`src/design/uav_pkg.sv`:
```
// ----------------------------------------------------------------------------
// uav_pkg
// Shared types, codes and helpers for the ustar archive validator.
// ----------------------------------------------------------------------------
`default_nettype none

package uav_pkg;

  localparam int BlockBytes     = 512;
  localparam int NameFieldBytes = 100;
  localparam int SizeFieldBytes = 12;
  localparam int SumAt          = 148;
  localparam int SumEnd         = 156;
  localparam int TypeAt         = 156;
  localparam int MagicAt        = 257;
  localparam int SizeAt         = 124;
  localparam int FifoDepth      = 4;
  localparam int FifoPtrW       = $clog2(FifoDepth);

  localparam logic [23:0] MAX_MANIFEST_RESET = 24'd65536;
  localparam logic [19:0] MAX_MEMBERS_RESET  = 20'd1000000;

  // configuration register indexes
  localparam logic [1:0] CFG_MAX_MANIFEST = 2'd0;
  localparam logic [1:0] CFG_MAX_MEMBERS  = 2'd1;

  // result kinds
  localparam logic [1:0] KIND_MBYTE  = 2'd0;
  localparam logic [1:0] KIND_MEMBER = 2'd1;
  localparam logic [1:0] KIND_VALID  = 2'd2;
  localparam logic [1:0] KIND_ERROR  = 2'd3;

  // error codes
  localparam logic [4:0] ERR_TRUNC_HDR    = 5'd0;
  localparam logic [4:0] ERR_NOT_USTAR    = 5'd1;
  localparam logic [4:0] ERR_CHECKSUM     = 5'd2;
  localparam logic [4:0] ERR_EMPTY_NAME   = 5'd3;
  localparam logic [4:0] ERR_BAD_SIZE     = 5'd4;
  localparam logic [4:0] ERR_EXTENSION    = 5'd5;
  localparam logic [4:0] ERR_BAD_PATH     = 5'd6;
  localparam logic [4:0] ERR_LINK         = 5'd7;
  localparam logic [4:0] ERR_BAD_TYPE     = 5'd8;
  localparam logic [4:0] ERR_MF_IRREGULAR = 5'd9;
  localparam logic [4:0] ERR_DUPLICATE    = 5'd10;
  localparam logic [4:0] ERR_MF_SIZE      = 5'd11;
  localparam logic [4:0] ERR_TRUNC_MF     = 5'd12;
  localparam logic [4:0] ERR_TRUNC_MEMBER = 5'd13;
  localparam logic [4:0] ERR_TOO_MANY     = 5'd14;
  localparam logic [4:0] ERR_NO_END2      = 5'd15;
  localparam logic [4:0] ERR_NO_MANIFEST  = 5'd16;

  // octal field parse states
  localparam logic [1:0] OCT_LEAD = 2'd0;
  localparam logic [1:0] OCT_DIG  = 2'd1;
  localparam logic [1:0] OCT_DONE = 2'd2;
  localparam logic [1:0] OCT_BAD  = 2'd3;

  // path matcher states of note
  localparam logic [4:0] PM_START   = 5'd0;
  localparam logic [4:0] PM_META    = 5'd1;
  localparam logic [4:0] PM_META4   = 5'd4;
  localparam logic [4:0] PM_META5   = 5'd5;
  localparam logic [4:0] PM_MANI    = 5'd13;
  localparam logic [4:0] PM_PAY     = 5'd14;
  localparam logic [4:0] PM_PAY_END = 5'd20;
  localparam logic [4:0] PM_PAY_IN  = 5'd21;
  localparam logic [4:0] PM_PAY_ANY = 5'd22;
  localparam logic [4:0] PM_MANI_SL = 5'd23;
  localparam logic [4:0] PM_DEAD    = 5'd31;

  typedef enum logic [2:0] {
    PH_HEADER = 3'd0,
    PH_DATA   = 3'd1,
    PH_PAD    = 3'd2,
    PH_END2   = 3'd3,
    PH_DRAIN  = 3'd4
  } phase_t;

  typedef struct packed {
    logic [1:0]  out_kind;
    logic [4:0]  error_code;
    logic [7:0]  manifest_byte;
    logic [35:0] member_size;
    logic        member_kind;
    logic        is_manifest;
    logic        last_of_run;
  } res_t;

  typedef struct packed {
    logic [1:0] n;
    res_t       r0;
    res_t       r1;
  } push_t;

  typedef struct packed {
    logic [1:0]  st;
    logic [35:0] val;
  } oct_t;

  function automatic res_t mk_res(logic [1:0] kind, logic [4:0] err, logic [7:0] mb,
                                  logic [35:0] sz, logic mk, logic im);
    res_t r;
    r.out_kind      = kind;
    r.error_code    = err;
    r.manifest_byte = mb;
    r.member_size   = sz;
    r.member_kind   = mk;
    r.is_manifest   = im;
    r.last_of_run   = 1'b0;
    return r;
  endfunction

  function automatic oct_t octal_step(logic [1:0] st, logic [35:0] val, logic [7:0] c);
    oct_t o;
    logic dig;
    logic sp;
    dig   = (c >= 8'h30) && (c <= 8'h37);
    sp    = (c == 8'h20) || (c == 8'h00);
    o.st  = st;
    o.val = val;
    unique case (st)
      OCT_LEAD: begin
        if (sp) begin
        end else if (dig) begin
          o.st  = OCT_DIG;
          o.val = {33'd0, c[2:0]};
        end else begin
          o.st = OCT_BAD;
        end
      end
      OCT_DIG: begin
        if (sp) begin
          o.st = OCT_DONE;
        end else if (dig) begin
          o.val = {val[32:0], c[2:0]};
        end else begin
          o.st = OCT_BAD;
        end
      end
      default: begin
      end
    endcase
    return o;
  endfunction

  // expected character at matcher state s
  function automatic logic [7:0] path_char(logic [4:0] s);
    logic [7:0] ch;
    unique case (s)
      5'd1:  ch = "E";
      5'd2:  ch = "T";
      5'd3:  ch = "A";
      5'd4:  ch = "/";
      5'd5:  ch = "m";
      5'd6:  ch = "a";
      5'd7:  ch = "n";
      5'd8:  ch = "i";
      5'd9:  ch = "f";
      5'd10: ch = "e";
      5'd11: ch = "s";
      5'd12: ch = "t";
      5'd14: ch = "a";
      5'd15: ch = "y";
      5'd16: ch = "l";
      5'd17: ch = "o";
      5'd18: ch = "a";
      5'd19: ch = "d";
      5'd20: ch = "/";
      default: ch = 8'h00;
    endcase
    return ch;
  endfunction

  function automatic logic [4:0] path_next(logic [4:0] s, logic [7:0] c);
    logic [4:0] nx;
    if (s == PM_START) begin
      nx = (c == "M") ? PM_META : ((c == "p") ? PM_PAY : PM_DEAD);
    end else if ((s >= 5'd1 && s <= 5'd12) || (s >= PM_PAY && s <= PM_PAY_END)) begin
      nx = (c == path_char(s)) ? s + 5'd1 : PM_DEAD;
    end else if (s == PM_MANI) begin
      nx = (c == "/") ? PM_MANI_SL : PM_DEAD;
    end else if (s == PM_PAY_IN || s == PM_PAY_ANY) begin
      nx = PM_PAY_ANY;
    end else begin
      nx = PM_DEAD;
    end
    return nx;
  endfunction

endpackage

`default_nettype wire

```
`src/design/ustar_archive_validator_top.sv`:
```
// ----------------------------------------------------------------------------
// ustar_archive_validator_top
// Streams a tar archive byte by byte, checks every ustar header and gives
// one verdict per archive, passing the manifest bytes out on the way.
// ----------------------------------------------------------------------------
//  channel  | handshake              | payload
//  ---------+------------------------+------------------------------------------
//  in       | in_valid / in_ready    | data_byte, end_of_stream
//  out      | out_valid / out_ready  | out_kind, error_code, manifest_byte,
//           |                        | member_size, member_kind, is_manifest,
//           |                        | last_of_run
//  cfg      | cfg_valid / cfg_ready  | cfg_index, cfg_data
//
//  One archive byte per cycle while in_ready is high; every byte's work is done
//  in the cycle it is taken, its results land in a four-entry result queue.
//  A byte gives at most two results; in_ready drops only when the queue has
//  fewer than two free entries, so stalls come from out_ready alone.
//  Results pass through the registered result queue before they appear on out.
//  Synchronous reset; no clearing pass, the block takes beats straight after.
//  cfg_ready is always high; registers beyond the list are ignored.
// ----------------------------------------------------------------------------
`default_nettype none

module ustar_archive_validator_top (
  input  wire logic        clk,
  input  wire logic        rst,
  // archive bytes
  input  wire logic        in_valid,
  output logic             in_ready,
  input  wire logic [7:0]  data_byte,
  input  wire logic        end_of_stream,
  // results
  output logic             out_valid,
  input  wire logic        out_ready,
  output logic [1:0]       out_kind,
  output logic [4:0]       error_code,
  output logic [7:0]       manifest_byte,
  output logic [35:0]      member_size,
  output logic             member_kind,
  output logic             is_manifest,
  output logic             last_of_run,
  // configuration writes
  input  wire logic        cfg_valid,
  output logic             cfg_ready,
  input  wire logic [1:0]  cfg_index,
  input  wire logic [23:0] cfg_data
);
  import uav_pkg::*;

  logic [23:0] max_manifest_bytes;
  logic [19:0] max_members;
  logic        accept;
  logic        room;
  push_t       push;
  res_t        head;

  assign cfg_ready = 1'b1;
  assign in_ready  = room;
  assign accept    = in_valid && in_ready;

  // configuration registers: the user must write them only while idle; the block does not enforce it
  always_ff @(posedge clk) begin
    if (rst) begin
      max_manifest_bytes <= MAX_MANIFEST_RESET;
      max_members        <= MAX_MEMBERS_RESET;
    end else if (cfg_valid && cfg_ready) begin
      if (cfg_index == CFG_MAX_MANIFEST) max_manifest_bytes <= cfg_data;
      if (cfg_index == CFG_MAX_MEMBERS)  max_members        <= cfg_data[19:0];
    end
  end

  uav_core u_core (
    .clk                (clk),
    .rst                (rst),
    .accept             (accept),
    .data_byte          (data_byte),
    .end_of_stream      (end_of_stream),
    .max_manifest_bytes (max_manifest_bytes),
    .max_members        (max_members),
    .push               (push)
  );

  uav_fifo u_fifo (
    .clk       (clk),
    .rst       (rst),
    .push      (push),
    .room      (room),
    .out_valid (out_valid),
    .out_ready (out_ready),
    .head      (head)
  );

  assign out_kind      = head.out_kind;
  assign error_code    = head.error_code;
  assign manifest_byte = head.manifest_byte;
  assign member_size   = head.member_size;
  assign member_kind   = head.member_kind;
  assign is_manifest   = head.is_manifest;
  assign last_of_run   = head.last_of_run;

endmodule

`default_nettype wire

```
`src/design/uav_core.sv`:
```
// ----------------------------------------------------------------------------
// uav_core
// Per-byte archive state: header checks, data/pad skipping with manifest bytes passed out, end blocks.
// ----------------------------------------------------------------------------
`default_nettype none

module uav_core (
  input  wire logic         clk,
  input  wire logic         rst,
  input  wire logic         accept,
  input  wire logic [7:0]   data_byte,
  input  wire logic         end_of_stream,
  input  wire logic [23:0]  max_manifest_bytes,
  input  wire logic [19:0]  max_members,
  output uav_pkg::push_t    push
);
  import uav_pkg::*;

  typedef struct packed {
    phase_t      phase;
    logic [8:0]  block_offset;
    logic [16:0] byte_sum;
    logic        all_zero;
    logic        magic_ok;
    logic [23:0] stored_sum;
    logic [1:0]  sum_st;
    logic [35:0] size_value;
    logic [1:0]  size_st;
    logic [7:0]  type_byte;
    logic [6:0]  name_length;
    logic [4:0]  pm;
    logic [2:0]  comp;
    logic        unsafe;
    logic [7:0]  prev_char;
    logic [35:0] remaining;
    logic [19:0] members_done;
    logic        manifest_seen;
    logic        in_manifest;
  } st_t;

  st_t st;
  st_t st_next;

  function automatic st_t start_header(st_t s);
    st_t o;
    o              = s;
    o.phase        = PH_HEADER;
    o.block_offset = '0;
    o.byte_sum     = '0;
    o.all_zero     = 1'b1;
    o.magic_ok     = 1'b1;
    o.stored_sum   = '0;
    o.sum_st       = OCT_LEAD;
    o.size_value   = '0;
    o.size_st      = OCT_LEAD;
    o.type_byte    = '0;
    o.name_length  = '0;
    o.pm           = PM_START;
    o.comp         = '0;
    o.unsafe       = 1'b0;
    o.prev_char    = '0;
    return o;
  endfunction

  function automatic st_t clear_all(st_t s);
    st_t o;
    o               = start_header(s);
    o.remaining     = '0;
    o.members_done  = '0;
    o.manifest_seen = 1'b0;
    o.in_manifest   = 1'b0;
    return o;
  endfunction

  always_comb begin
    st_t         s;
    res_t        res [2];
    logic [1:0]  n;
    logic        verdict;
    logic        eos;
    logic [7:0]  c;
    logic [8:0]  off;
    logic        done;
    logic [7:0]  t;
    logic        mani;
    logic [8:0]  pad;
    logic [20:0] cnt;
    logic        do_complete;
    oct_t        o;
    logic        path_ok;

    s           = st;
    res[0]      = mk_res(KIND_MBYTE, ERR_TRUNC_HDR, 8'd0, 36'd0, 1'b0, 1'b0);
    res[1]      = res[0];
    n           = 2'd0;
    verdict     = 1'b0;
    eos         = end_of_stream;
    c           = data_byte;
    off         = st.block_offset;
    done        = 1'b0;
    t           = 8'd0;
    mani        = 1'b0;
    pad         = 9'd0;
    cnt         = 21'd0;
    do_complete = 1'b0;
    o           = '0;
    path_ok     = 1'b0;

    unique case (st.phase)
      PH_DRAIN: begin
        if (eos) s = clear_all(st);
      end

      PH_HEADER: begin
        if (c != 8'd0) s.all_zero = 1'b0;
        s.byte_sum = s.byte_sum +
          ((off >= 9'(SumAt) && off < 9'(SumEnd)) ? 17'h20 : {9'd0, c});
        if (off >= 9'(MagicAt) && off < 9'(MagicAt + 5)) begin
          unique case (off - 9'(MagicAt))
            9'd0: if (c != "u") s.magic_ok = 1'b0;
            9'd1: if (c != "s") s.magic_ok = 1'b0;
            9'd2: if (c != "t") s.magic_ok = 1'b0;
            9'd3: if (c != "a") s.magic_ok = 1'b0;
            default: if (c != "r") s.magic_ok = 1'b0;
          endcase
        end else if (off == 9'(MagicAt + 5) && c != 8'd0) begin
          s.magic_ok = 1'b0;
        end
        if (off >= 9'(SumAt) && off < 9'(SumEnd)) begin
          o            = octal_step(s.sum_st, {12'd0, s.stored_sum}, c);
          s.sum_st     = o.st;
          s.stored_sum = o.val[23:0];
        end
        if (off >= 9'(SizeAt) && off < 9'(SizeAt + SizeFieldBytes)) begin
          o            = octal_step(s.size_st, s.size_value, c);
          s.size_st    = o.st;
          s.size_value = o.val;
        end
        if (off == 9'(TypeAt)) s.type_byte = c;
        if (off < 9'(NameFieldBytes) && {2'd0, s.name_length} == off && c != 8'd0) begin
          s.name_length = s.name_length + 7'd1;
          s.pm          = path_next(s.pm, c);
          if (c == "/") begin
            if (s.comp <= 3'd2) s.unsafe = 1'b1;
            s.comp = 3'd0;
          end else if (c == ".") begin
            if (s.comp < 3'd3) s.comp = s.comp + 3'd1;
          end else begin
            s.comp = 3'd3;
          end
          s.prev_char = c;
        end

        if (off < 9'(BlockBytes - 1)) begin
          s.block_offset = off + 9'd1;
          if (eos) begin
            res[n[0]] = mk_res(KIND_ERROR, ERR_TRUNC_HDR, 8'd0, 36'd0, 1'b0, 1'b0);
            n = n + 2'd1; verdict = 1'b1;
          end
        end else begin
          // judge the completed header, first failing rule wins
          t = s.type_byte;
          if (s.prev_char != "/" && s.comp <= 3'd2) s.unsafe = 1'b1;
          path_ok = (s.pm == PM_META4) || (s.pm == PM_META5) || (s.pm == PM_MANI) ||
                    (s.pm == PM_PAY_END) || (s.pm == PM_PAY_IN) || (s.pm == PM_PAY_ANY) ||
                    (s.pm == PM_MANI_SL);
          if (s.all_zero) begin
            if (eos) begin
              res[n[0]] = mk_res(KIND_ERROR, ERR_NO_END2, 8'd0, 36'd0, 1'b0, 1'b0);
              n = n + 2'd1; verdict = 1'b1;
            end else begin
              s.phase        = PH_END2;
              s.block_offset = '0;
              s.all_zero     = 1'b1;
            end
          end else if (!s.magic_ok) begin
            res[n[0]] = mk_res(KIND_ERROR, ERR_NOT_USTAR, 8'd0, 36'd0, 1'b0, 1'b0);
            n = n + 2'd1; verdict = 1'b1;
          end else if (s.sum_st == OCT_LEAD || s.sum_st == OCT_BAD ||
                       s.stored_sum != {7'd0, s.byte_sum}) begin
            res[n[0]] = mk_res(KIND_ERROR, ERR_CHECKSUM, 8'd0, 36'd0, 1'b0, 1'b0);
            n = n + 2'd1; verdict = 1'b1;
          end else if (s.name_length == 7'd0) begin
            res[n[0]] = mk_res(KIND_ERROR, ERR_EMPTY_NAME, 8'd0, 36'd0, 1'b0, 1'b0);
            n = n + 2'd1; verdict = 1'b1;
          end else if (s.size_st == OCT_LEAD || s.size_st == OCT_BAD) begin
            res[n[0]] = mk_res(KIND_ERROR, ERR_BAD_SIZE, 8'd0, 36'd0, 1'b0, 1'b0);
            n = n + 2'd1; verdict = 1'b1;
          end else if (t == "x" || t == "g" || t == "K" || t == "L" || t == "S") begin
            res[n[0]] = mk_res(KIND_ERROR, ERR_EXTENSION, 8'd0, 36'd0, 1'b0, 1'b0);
            n = n + 2'd1; verdict = 1'b1;
          end else if (!path_ok || s.unsafe) begin
            res[n[0]] = mk_res(KIND_ERROR, ERR_BAD_PATH, 8'd0, 36'd0, 1'b0, 1'b0);
            n = n + 2'd1; verdict = 1'b1;
          end else if (t == "2" || t == "1") begin
            res[n[0]] = mk_res(KIND_ERROR, ERR_LINK, 8'd0, 36'd0, 1'b0, 1'b0);
            n = n + 2'd1; verdict = 1'b1;
          end else if (t != 8'd0 && t != "0" && t != "5") begin
            res[n[0]] = mk_res(KIND_ERROR, ERR_BAD_TYPE, 8'd0, 36'd0, 1'b0, 1'b0);
            n = n + 2'd1; verdict = 1'b1;
          end else if (s.pm == PM_MANI) begin
            if (t == "5") begin
              res[n[0]] = mk_res(KIND_ERROR, ERR_MF_IRREGULAR, 8'd0, 36'd0, 1'b0, 1'b0);
              n = n + 2'd1; verdict = 1'b1;
            end else if (s.manifest_seen) begin
              res[n[0]] = mk_res(KIND_ERROR, ERR_DUPLICATE, 8'd0, 36'd0, 1'b0, 1'b0);
              n = n + 2'd1; verdict = 1'b1;
            end else if (s.size_value == 36'd0 ||
                         s.size_value > {12'd0, max_manifest_bytes}) begin
              res[n[0]] = mk_res(KIND_ERROR, ERR_MF_SIZE, 8'd0, 36'd0, 1'b0, 1'b0);
              n = n + 2'd1; verdict = 1'b1;
            end else begin
              res[n[0]] = mk_res(KIND_MEMBER, ERR_TRUNC_HDR, 8'd0, s.size_value, 1'b0, 1'b1);
              n = n + 2'd1;
              s.manifest_seen = 1'b1;
              s.in_manifest   = 1'b1;
              s.phase         = PH_DATA;
              s.remaining     = s.size_value;
              if (eos) begin
                res[n[0]] = mk_res(KIND_ERROR, ERR_TRUNC_MF, 8'd0, 36'd0, 1'b0, 1'b0);
                n = n + 2'd1; verdict = 1'b1;
              end
            end
          end else begin
            res[n[0]] = mk_res(KIND_MEMBER, ERR_TRUNC_HDR, 8'd0, s.size_value,
                               t == "5", 1'b0);
            n = n + 2'd1;
            if (s.size_value != 36'd0) begin
              s.phase       = PH_DATA;
              s.remaining   = s.size_value;
              s.in_manifest = 1'b0;
              if (eos) begin
                res[n[0]] = mk_res(KIND_ERROR, ERR_TRUNC_MEMBER, 8'd0, 36'd0, 1'b0, 1'b0);
                n = n + 2'd1; verdict = 1'b1;
              end
            end else begin
              do_complete = 1'b1;
            end
          end
        end
      end

      PH_DATA: begin
        mani        = s.in_manifest;
        s.remaining = s.remaining - 36'd1;
        if (mani) begin
          res[n[0]] = mk_res(KIND_MBYTE, ERR_TRUNC_HDR, c, 36'd0, 1'b0, 1'b0);
          n = n + 2'd1;
        end
        if (s.remaining == 36'd0) begin
          pad           = 9'd0 - s.size_value[8:0];
          s.in_manifest = 1'b0;
          if (pad != 9'd0) begin
            s.phase     = PH_PAD;
            s.remaining = {27'd0, pad};
            if (eos) begin
              res[n[0]] = mk_res(KIND_ERROR, ERR_TRUNC_MEMBER, 8'd0, 36'd0, 1'b0, 1'b0);
              n = n + 2'd1; verdict = 1'b1;
            end
          end else begin
            do_complete = 1'b1;
          end
        end else if (eos) begin
          res[n[0]] = mk_res(KIND_ERROR, mani ? ERR_TRUNC_MF : ERR_TRUNC_MEMBER,
                             8'd0, 36'd0, 1'b0, 1'b0);
          n = n + 2'd1; verdict = 1'b1;
        end
      end

      PH_PAD: begin
        s.remaining = s.remaining - 36'd1;
        if (s.remaining == 36'd0) begin
          do_complete = 1'b1;
        end else if (eos) begin
          res[n[0]] = mk_res(KIND_ERROR, ERR_TRUNC_MEMBER, 8'd0, 36'd0, 1'b0, 1'b0);
          n = n + 2'd1; verdict = 1'b1;
        end
      end

      PH_END2: begin
        if (c != 8'd0) s.all_zero = 1'b0;
        if (off < 9'(BlockBytes - 1)) begin
          s.block_offset = off + 9'd1;
          if (eos) begin
            res[n[0]] = mk_res(KIND_ERROR, ERR_NO_END2, 8'd0, 36'd0, 1'b0, 1'b0);
            n = n + 2'd1; verdict = 1'b1;
          end
        end else if (!s.all_zero) begin
          res[n[0]] = mk_res(KIND_ERROR, ERR_NO_END2, 8'd0, 36'd0, 1'b0, 1'b0);
          n = n + 2'd1; verdict = 1'b1;
        end else if (!s.manifest_seen) begin
          res[n[0]] = mk_res(KIND_ERROR, ERR_NO_MANIFEST, 8'd0, 36'd0, 1'b0, 1'b0);
          n = n + 2'd1; verdict = 1'b1;
        end else begin
          res[n[0]] = mk_res(KIND_VALID, ERR_TRUNC_HDR, 8'd0, 36'd0, 1'b0, 1'b0);
          n = n + 2'd1; verdict = 1'b1;
        end
      end

      default: begin
        s = clear_all(st);
      end
    endcase

    // member's data and padding have passed: count it
    if (do_complete) begin
      cnt = {1'b0, s.members_done} + 21'd1;
      if (cnt > {1'b0, max_members}) begin
        res[n[0]] = mk_res(KIND_ERROR, ERR_TOO_MANY, 8'd0, 36'd0, 1'b0, 1'b0);
        n = n + 2'd1; verdict = 1'b1;
      end else begin
        s.members_done = cnt[19:0];
        s = start_header(s);
        if (eos) begin
          res[n[0]] = mk_res(KIND_ERROR, ERR_TRUNC_HDR, 8'd0, 36'd0, 1'b0, 1'b0);
          n = n + 2'd1; verdict = 1'b1;
        end
      end
    end

    if (verdict) begin
      if (eos) s = clear_all(s);
      else     s.phase = PH_DRAIN;
    end

    if (n == 2'd2)      res[1].last_of_run = 1'b1;
    else if (n == 2'd1) res[0].last_of_run = 1'b1;

    st_next = s;
    push.n  = accept ? n : 2'd0;
    push.r0 = res[0];
    push.r1 = res[1];
  end

  always_ff @(posedge clk) begin
    if (rst) begin
      st <= clear_all(st_t'('0));
    end else if (accept) begin
      st <= st_next;
    end
  end

endmodule

`default_nettype wire

```
`src/design/uav_fifo.sv`:
```
// ----------------------------------------------------------------------------
// uav_fifo
// Result queue: takes up to two results a cycle, gives one beat a cycle while out_ready is high.
// ----------------------------------------------------------------------------
`default_nettype none

module uav_fifo (
  input  wire logic          clk,
  input  wire logic          rst,
  input  wire uav_pkg::push_t push,
  output logic               room,
  output logic               out_valid,
  input  wire logic          out_ready,
  output uav_pkg::res_t      head
);
  import uav_pkg::*;

  res_t                mem [FifoDepth];
  logic [FifoPtrW-1:0] wp;
  logic [FifoPtrW-1:0] rp;
  logic [FifoPtrW:0]   cnt;
  logic [FifoPtrW:0]   cnt_next;
  logic                pop;

  assign out_valid = (cnt != '0);
  assign head      = mem[rp];
  assign pop       = out_valid && out_ready;
  // two free entries so a byte with two results never overflows
  assign room      = (cnt <= (FifoPtrW+1)'(FifoDepth - 2));
  assign cnt_next  = cnt + {{(FifoPtrW-1){1'b0}}, push.n} - {{FifoPtrW{1'b0}}, pop};

  always_ff @(posedge clk) begin
    if (push.n != 2'd0) mem[wp] <= push.r0;
    if (push.n == 2'd2) mem[wp + FifoPtrW'(1)] <= push.r1;
  end

  always_ff @(posedge clk) begin
    if (rst) begin
      wp  <= '0;
      rp  <= '0;
      cnt <= '0;
    end else begin
      wp  <= wp + FifoPtrW'(push.n);
      rp  <= rp + FifoPtrW'(pop);
      cnt <= cnt_next;
    end
  end

  a_no_overflow: assert property (@(posedge clk) disable iff (rst)
    (push.n != 2'd0) |-> (cnt - {{FifoPtrW{1'b0}}, pop} + {{(FifoPtrW-1){1'b0}}, push.n})
                         <= (FifoPtrW+1)'(FifoDepth))
    else $error("result queue overflow");

  a_push_needs_room: assert property (@(posedge clk) disable iff (rst)
    (push.n == 2'd2) |-> $past(room) || room)
    else $error("two results pushed without room");

  a_reset_empty: assert property (@(posedge clk)
    rst |=> (cnt == '0) && !out_valid)
    else $error("queue not empty after reset");

  a_last_flag: assert property (@(posedge clk) disable iff (rst)
    (push.n == 2'd2) |-> push.r1.last_of_run && !push.r0.last_of_run)
    else $error("last_of_run misplaced on a two-result byte");

endmodule

`default_nettype wire

```
`config.mk`:
```
export PLATFORM = sky130hd
export DESIGN_NAME = ustar_archive_validator_top
export DESIGN_NICKNAME = d
export VERILOG_FILES = /design/src/design/uav_pkg.sv /design/src/design/ustar_archive_validator_top.sv /design/src/design/uav_core.sv /design/src/design/uav_fifo.sv
export SDC_FILE = /design/constraint.sdc
export NUM_CORES = 1
export LEC_CHECK = 0
export BUFFER_PORTS_ARGS = -buffer_cell sky130_fd_sc_hd__buf_2
export CAP_MARGIN = 20
export CORE_MARGIN = 8
export CORE_UTILIZATION = 55
export CTS_CLUSTER_DIAMETER = 60
export CTS_CLUSTER_SIZE = 14
export DETAILED_ROUTE_END_ITERATION = 10
export HOLD_SLACK_MARGIN = 0.05
export MAX_ROUTING_LAYER = met4
export PLACE_DENSITY = 0.82
export SLEW_MARGIN = 20
export SYNTH_ARGS = -nofsm -noshare
export SYNTH_HDL_FRONTEND = slang
export SYNTH_SLANG_ARGS = --single-unit
```
`constraint.sdc`:
```
create_clock -name clk -period 26.8 [get_ports clk]
set_input_delay 4.02 -clock clk [delete_from_list [all_inputs] [get_ports clk]]
set_output_delay 4.02 -clock clk [all_outputs]
set_load 0.02 [all_outputs]
```
==> metrics.cfg, run 1 <==
[place]
post_dp_cell_area_sq_um = 27600
dp_worst_setup_slack_ns = 15.12
port_buffers = 95
gp_congestion = 1.02
dpl.hpwl_mm = 55.6
placed_cells = 3571

[floorplan]
die_height_um = 237
core_sq_um = 48500
dieArea_sq_um = 56200
row_count = 81
pin_count = 97
fp.dieW_um = 237
start_util = 0.554

[grt]
grt-ovfl-total = 0
grt_first_pass_wirelength_mm = 126
grt.total_usage = 0.283
grt_pass1_vias = 22600
antenna_found_initial = 2
grt_max_degree = 99

[critical_path]
worst-r2r-cell-count = 20
reg2reg_from = u_core.st[175]
slowest_delay_ns = 0.72
arrival_ns = 11.47
crit_required_ns = 27.02
cpMostUsedCell = buf_4
cp-end-kind = flip-flop
cp_slowest_cell = or4b_1
crit_type = primary input to flip-flop
crit_end = u_fifo.mem[2][38]
cp-start-kind = primary input
crit_path_max_fanout = 54
reg2reg_slack_ns = 18.30
crit_path_start = data_byte[4]
crit_chain = buf_2 > nand2_1 > nor3_1 > nand2_1 > buf_4 > o21ai_0 > ha_1 > a21oi_1 > nor2_1 > a2111oi_0 > o2111ai_1 > a221oi_1 > nand3_1 > a2111o_1 > buf_4 > a2111o_1 > mux2i_4 > or4b_1 > o21ai_4 > buf_4

[drt]
wl_met1_mm = 33.7
vias = 24100
drt-initial-drc-count = 3187
wl_met2_mm = 36.6
route.met3.wl_mm = 7.56
drt-vias-per-instance = 6.59
top_layer_used = met4
wl_per_cell_um = 22.0
drtAntennaViolNets = 0
drc = 0
dr.pass1.iters = 6
wl_mm = 80.4

[run_status]
status = completed

[timing]
skew_ns = 0.0340
min_period_ns = 11.25
setup_tns_ns = 0
period_share = 0.420
timing.hold.ws_ns = 0.452
finalHoldViolCount = 0
slew_violations = 0
worst_pin_slew_ns = 1.07
grt_setup_unrepaired = false
relSlewSlack = 0.287
max_freq_mhz = 88.9
worst_slack_ns = 15.55
setup_violations = 0

[clocking]
clk_latency_ns = 0.61
cts_tree = yes
clk_pin_slew_worst_paths_ns = 0.07
postCtsHoldBufs = 0
root_buffer = clkbuf_16
post_cts_resize_count = 0
cts_max_path_buffers = 3
cts_buffers = 46
cts.sinks = 459
cts_setup_buffers = 0
cts_max_level = 2

[cells_and_area]
multiInputGateArea_sq_um = 14400
fillCellCount = 4059
finalNetCount = 3122
area_growth_pct = 8.30
regArea_sq_um = 11400
layout-drive-gt1-share = 0.108
final_cells = 3653
final_core_utilization = 0.599
final_cell_area_sq_um = 29100

[synthesis]
synthFlopType = dfxtp_1
synth-edff-count = 216
synth_nets = 3166
ys_ff_latch = 459
avgSynthCellArea_sq_um = 8.84
netlist_instances = 3041
synth-seq-area-share = 0.422
yosysWarnings = 0
syn_area_sq_um = 26900
synthArstFlopShare = 0
synth_cell_type_count = 92

[power]
peakVddDrop_v = 0.0000440
p_per_area_nw_per_um2 = 64.4
p_total_mw = 1.87
leakagePower_nw = 10.9

[flow_run]
max_cap_viol_count = 0

[min_path]
holdPathStages = 2
hp-class = flip-flop to flip-flop

==> cells in the final DEF, fill, tap and decap left out, types with 34 or more instances in the layout <==
master,Yosys,final
nor2_1,470,467
ha_1,83,83
edfxtp_1,216,216
a22oi_1,120,120
nand4_1,38,38
nand2b_1,38,38
o21ai_0,153,151
and2_1,34,34
dfxtp_1,243,241
buf_4,5,43
xnor2_1,50,50
mux4_2,54,54
buf_2,40,94
nand2_1,313,312
nand3_1,76,76
clkbuf_16,0,46
a21oi_1,197,197
nor4_1,46,45
inv_1,80,80
nor3_1,67,65
or3_1,36,36
==> sequential cells by signal, summed over array words and instances, names as in the netlist, named ones only <==
signal	count
max_manifest_bytes	24
u_fifo.mem	216
u_fifo.rp	2
max_members	20
u_fifo.wp	2
u_core.st	185
u_fifo.cnt	3
==> layout make-up <==
cell class	instances	share of cell area
Multi-Input combinational cell	2270	0.495
Sequential cell	459	0.390
Clock buffer	62	0.0423
Timing Repair Buffer	138	0.0276
Tap cell	622	0.0267
Inverter	82	0.0106
Clock inverter	19	0.00787
Antenna cell	1	0.0000860
==> synth_stat cells (all sizes together) (36+ instances only) <==
cell type | count | area (sq um)
nand4 | 38 | 238
nor3 | 68 | 345
o21ai | 159 | 796
xnor2 | 50 | 438
a21oi | 197 | 986
nor2 | 470 | 1760
buf | 59 | 290
nor4 | 48 | 313
or3 | 36 | 225
a22oi | 120 | 901
clkbuf | 171 | 642
nand2b | 38 | 238
edfxtp | 216 | 6490
inv | 80 | 300
ha | 83 | 1040
nand3 | 76 | 380
mux4 | 54 | 1220
dfxtp | 243 | 4860
nand2 | 313 | 1170
==> worst min-delay path by stage <==
stage | from | slack, ns | end
2_1_floorplan | max_manifest_bytes[10] | 0.44 | max_manifest_bytes[10]
3_3_place_gp | max_manifest_bytes[9] | 0.44 | max_manifest_bytes[9]
3_5_place_dp | max_manifest_bytes[1] | 0.45 | max_manifest_bytes[1]
4_1_cts | max_manifest_bytes[1] | 0.46 | max_manifest_bytes[1]
5_1_grt | max_manifest_bytes[1] | 0.47 | max_manifest_bytes[1]
6_report | max_manifest_bytes[8] | 0.45 | max_manifest_bytes[8]
==> cells by family (layout without fill, tap and decap cells) <==
kind of cell | count (synthesis) | count (layout) | share of synthesized area
AND/OR/NAND/NOR | 1301 | 1301 | 0.232
multiplexers | 88 | 88 | 0.0584
flip-flops | 459 | 459 | 0.422
buffers and inverters | 312 | 301 | 0.0461
other | 1 | 2 | 0.000140
AO/OA/AOI/OAI | 717 | 717 | 0.174
XOR/XNOR | 78 | 78 | 0.0264
adder cells (fa/ha/maj) | 85 | 85 | 0.0401
==> critical path: cells and delay by family <==
kind	cells	cell delay, ns
adder cells (fa/ha/maj)	1	0.39
AND/OR/NAND/NOR	6	1.91
AO/OA/AOI/OAI	8	3.30
multiplexers	1	0.32
buffers and inverters	4	1.46
==> report_power, final <==
| part | internal [mW] | switching, mW | total (mW) |
|---|---|---|---|
| clock | 0.349 | 0.292 | 0.641 |
| combinational | 0.157 | 0.275 | 0.432 |
| sequential | 0.771 | 0.0294 | 0.800 |
| total | 1.28 | 0.596 | 1.87 |
==> layer usage <==
layer / up-vias / GRT usage
met1: 11600 / 0.381
met3: 187 / 0.0475
met4: 0 / 0.0947
met5: - / -
met2: 1341 / 0.432
li1: 11000 / -
Power figures use the tool's default switching activity.
==> inputs of run 2 (changes only) <==
Settings changed: PLACE_DENSITY 0.82 to 0.85.
Clock period 26.8 ns to 9.54 ns, I/O delays scaled along.
==> run 2 against run 1 <==
Effect of this change:
- sequential power increased to 2.8 times the previous value
- power grew to 2.8 times the previous value
- sequential cell count unchanged
- sequential share of layout area down 0.13 points
==> metrics.cfg, run 2 (synthesis results as in run 1) <==
[drt]
dr.pass1.iters = 8
wl_per_cell_um = 22.0
wl_mm = 80.6
drt-vias-per-instance = 6.61
drtAntennaViolNets = 0
drt-initial-drc-count = 2960
drc = 0
vias = 24200

[floorplan]
dieArea_sq_um = 56200
row_count = 81
core_sq_um = 48500
start_util = 0.554
fp.dieW_um = 237
die_height_um = 237
pin_count = 97

[cells_and_area]
layout_commonest_cell = nor2_1
fillCellCount = 3981
final_cells = 3657
area_growth_pct = 8.65
insertedDiodeCount = 0
final_core_utilization = 0.601
final_cell_mix = nor2_1 (467), nand2_1 (311), dfxtp_1 (241)
layout-drive-gt1-share = 0.109
multiInputGateArea_sq_um = 14400
top_regs = u_fifo.mem (216), u_core.st (185), max_manifest_bytes (24)
largest_register_ffs = 216
finalNetCount = 3130
regArea_sq_um = 11400
regMostFlops = u_fifo.mem

[grt]
antenna_found_initial = 0
grt_max_degree = 90
grt.total_usage = 0.285
grt_pass1_vias = 23300
grt-ovfl-total = 0
grt_first_pass_wirelength_mm = 127

[critical_path]
arrival_ns = 9.01
reg2reg_slack_ns = 1.17
reg2reg_from = u_core.st[175]
worst-r2r-cell-count = 20
crit_path_max_fanout = 15
crit_required_ns = 10.04
cp-end-kind = flip-flop
cp-start-kind = primary input
crit_type = primary input to flip-flop

[clocking]
root_buffer = clkbuf_16
post_cts_resize_count = 0
clk_pin_slew_worst_paths_ns = 0.07
postCtsHoldBufs = 0
clk_latency_ns = 0.61
cts_setup_buffers = 0
cts_max_path_buffers = 3
cts_tree = yes
cts.sinks = 459
cts_max_level = 2
cts_buffers = 44

[timing]
skew_ns = 0.0363
min_period_ns = 8.51
setup_violations = 0
finalHoldViolCount = 0
timing.hold.ws_ns = 0.456
grt_setup_unrepaired = false
period_share = 0.892
slew_violations = 0
max_freq_mhz = 118
worst_pin_slew_ns = 1.02
relSlewSlack = 0.316
setup_tns_ns = 0

[run_status]
status = completed

[place]
dpl.hpwl_mm = 56.2
gp_congestion = 1.00
port_buffers = 95
placed_cells = 3581

[flow_run]
max_cap_viol_count = 0

[min_path]
hold_start = max_manifest_bytes[11]
min_to = max_manifest_bytes[11]
hp-class = flip-flop to flip-flop
holdPathStages = 2

[power]
peakVddDrop_v = 0.000121
p_per_area_nw_per_um2 = 179
leakagePower_nw = 11.0

[run 2: cell types whose count changed in the layout (fill, tap and decap cells not counted), moves of 2 or more]
cell and delta:
clkbuf_1 +2, clkinv_8 -2, inv_16 +2, clkinvlp_4 -2
clkinv_4 -2, inv_6 -3, buf_4 +5, buf_12 +4
[run 2: worst max path at each step]
stage / startpoint / endpoint / slack [ns] / depth (start not counted)
after detailed placement: end_of_stream / flip-flop / 0.63 / 27
final: end_of_stream / flip-flop / 1.03 / 26
after global routing: end_of_stream / flip-flop / 0.46 / 27
after floorplan: end_of_stream / u_fifo.mem[0][0] / 0.21 / 21
after global placement: end_of_stream / flip-flop / 0.89 / 27
after CTS: end_of_stream / flip-flop / 1.19 / 27
[run 2: layer usage]
layer	GRT usage	up-vias	wire length (um)
li1	-	11000	-
met1	0.349	11500	31100
met2	0.460	1356	38000
met3	0.0488	288	7430
met4	0.132	0	4010
met5	-	-	0
[run 2: critical path, stage by stage]
cell and delay, ns:
buf_2 0.23, o31ai_2 0.62, nand4_1 0.31, nor2_1 0.34, nand3_1 0.11, nor3_1 0.37
nand4_1 0.27, nor2_1 0.25, nand3_1 0.20, nor2_1 0.24, and3_1 0.23, xnor2_1 0.13
nor2_1 0.06, ha_1 0.29, a21o_1 0.18, a211oi_1 0.27, a211o_1 0.17, a31oi_1 0.10
or4b_2 0.65, o311ai_0 0.71, o21ai_0 0.17, buf_4 0.22, a32oi_1 0.35, nor2_1 0.27
or4b_2 0.70, o311ai_1 0.11
[run 2: layout make-up]
cell class,count,share of cell area
Multi-Input combinational cell,2270,0.493
Timing Repair Buffer,148,0.0325
Clock inverter,12,0.00544
Tap cell,622,0.0267
Sequential cell,459,0.389
Clock buffer,64,0.0424
Inverter,82,0.0105
[run 2: where the power goes]
group	switching (mW)	internal [mW]	leakage, nW
clock network	0.800	0.949	0.677
registers	0.0794	2.17	4.00
logic	0.781	0.447	6.29
[run 2: per-stage QoR]
stage	power [mW]	worst slack [ns]	cell area, sq um
floorplan	3.12	0.214	26900
global placement	3.47	0.886	27800
detailed placement	3.50	0.631	27800
CTS	5.22	1.19	29200
global route	5.40	0.456	29200
finish	5.22	1.03	29200
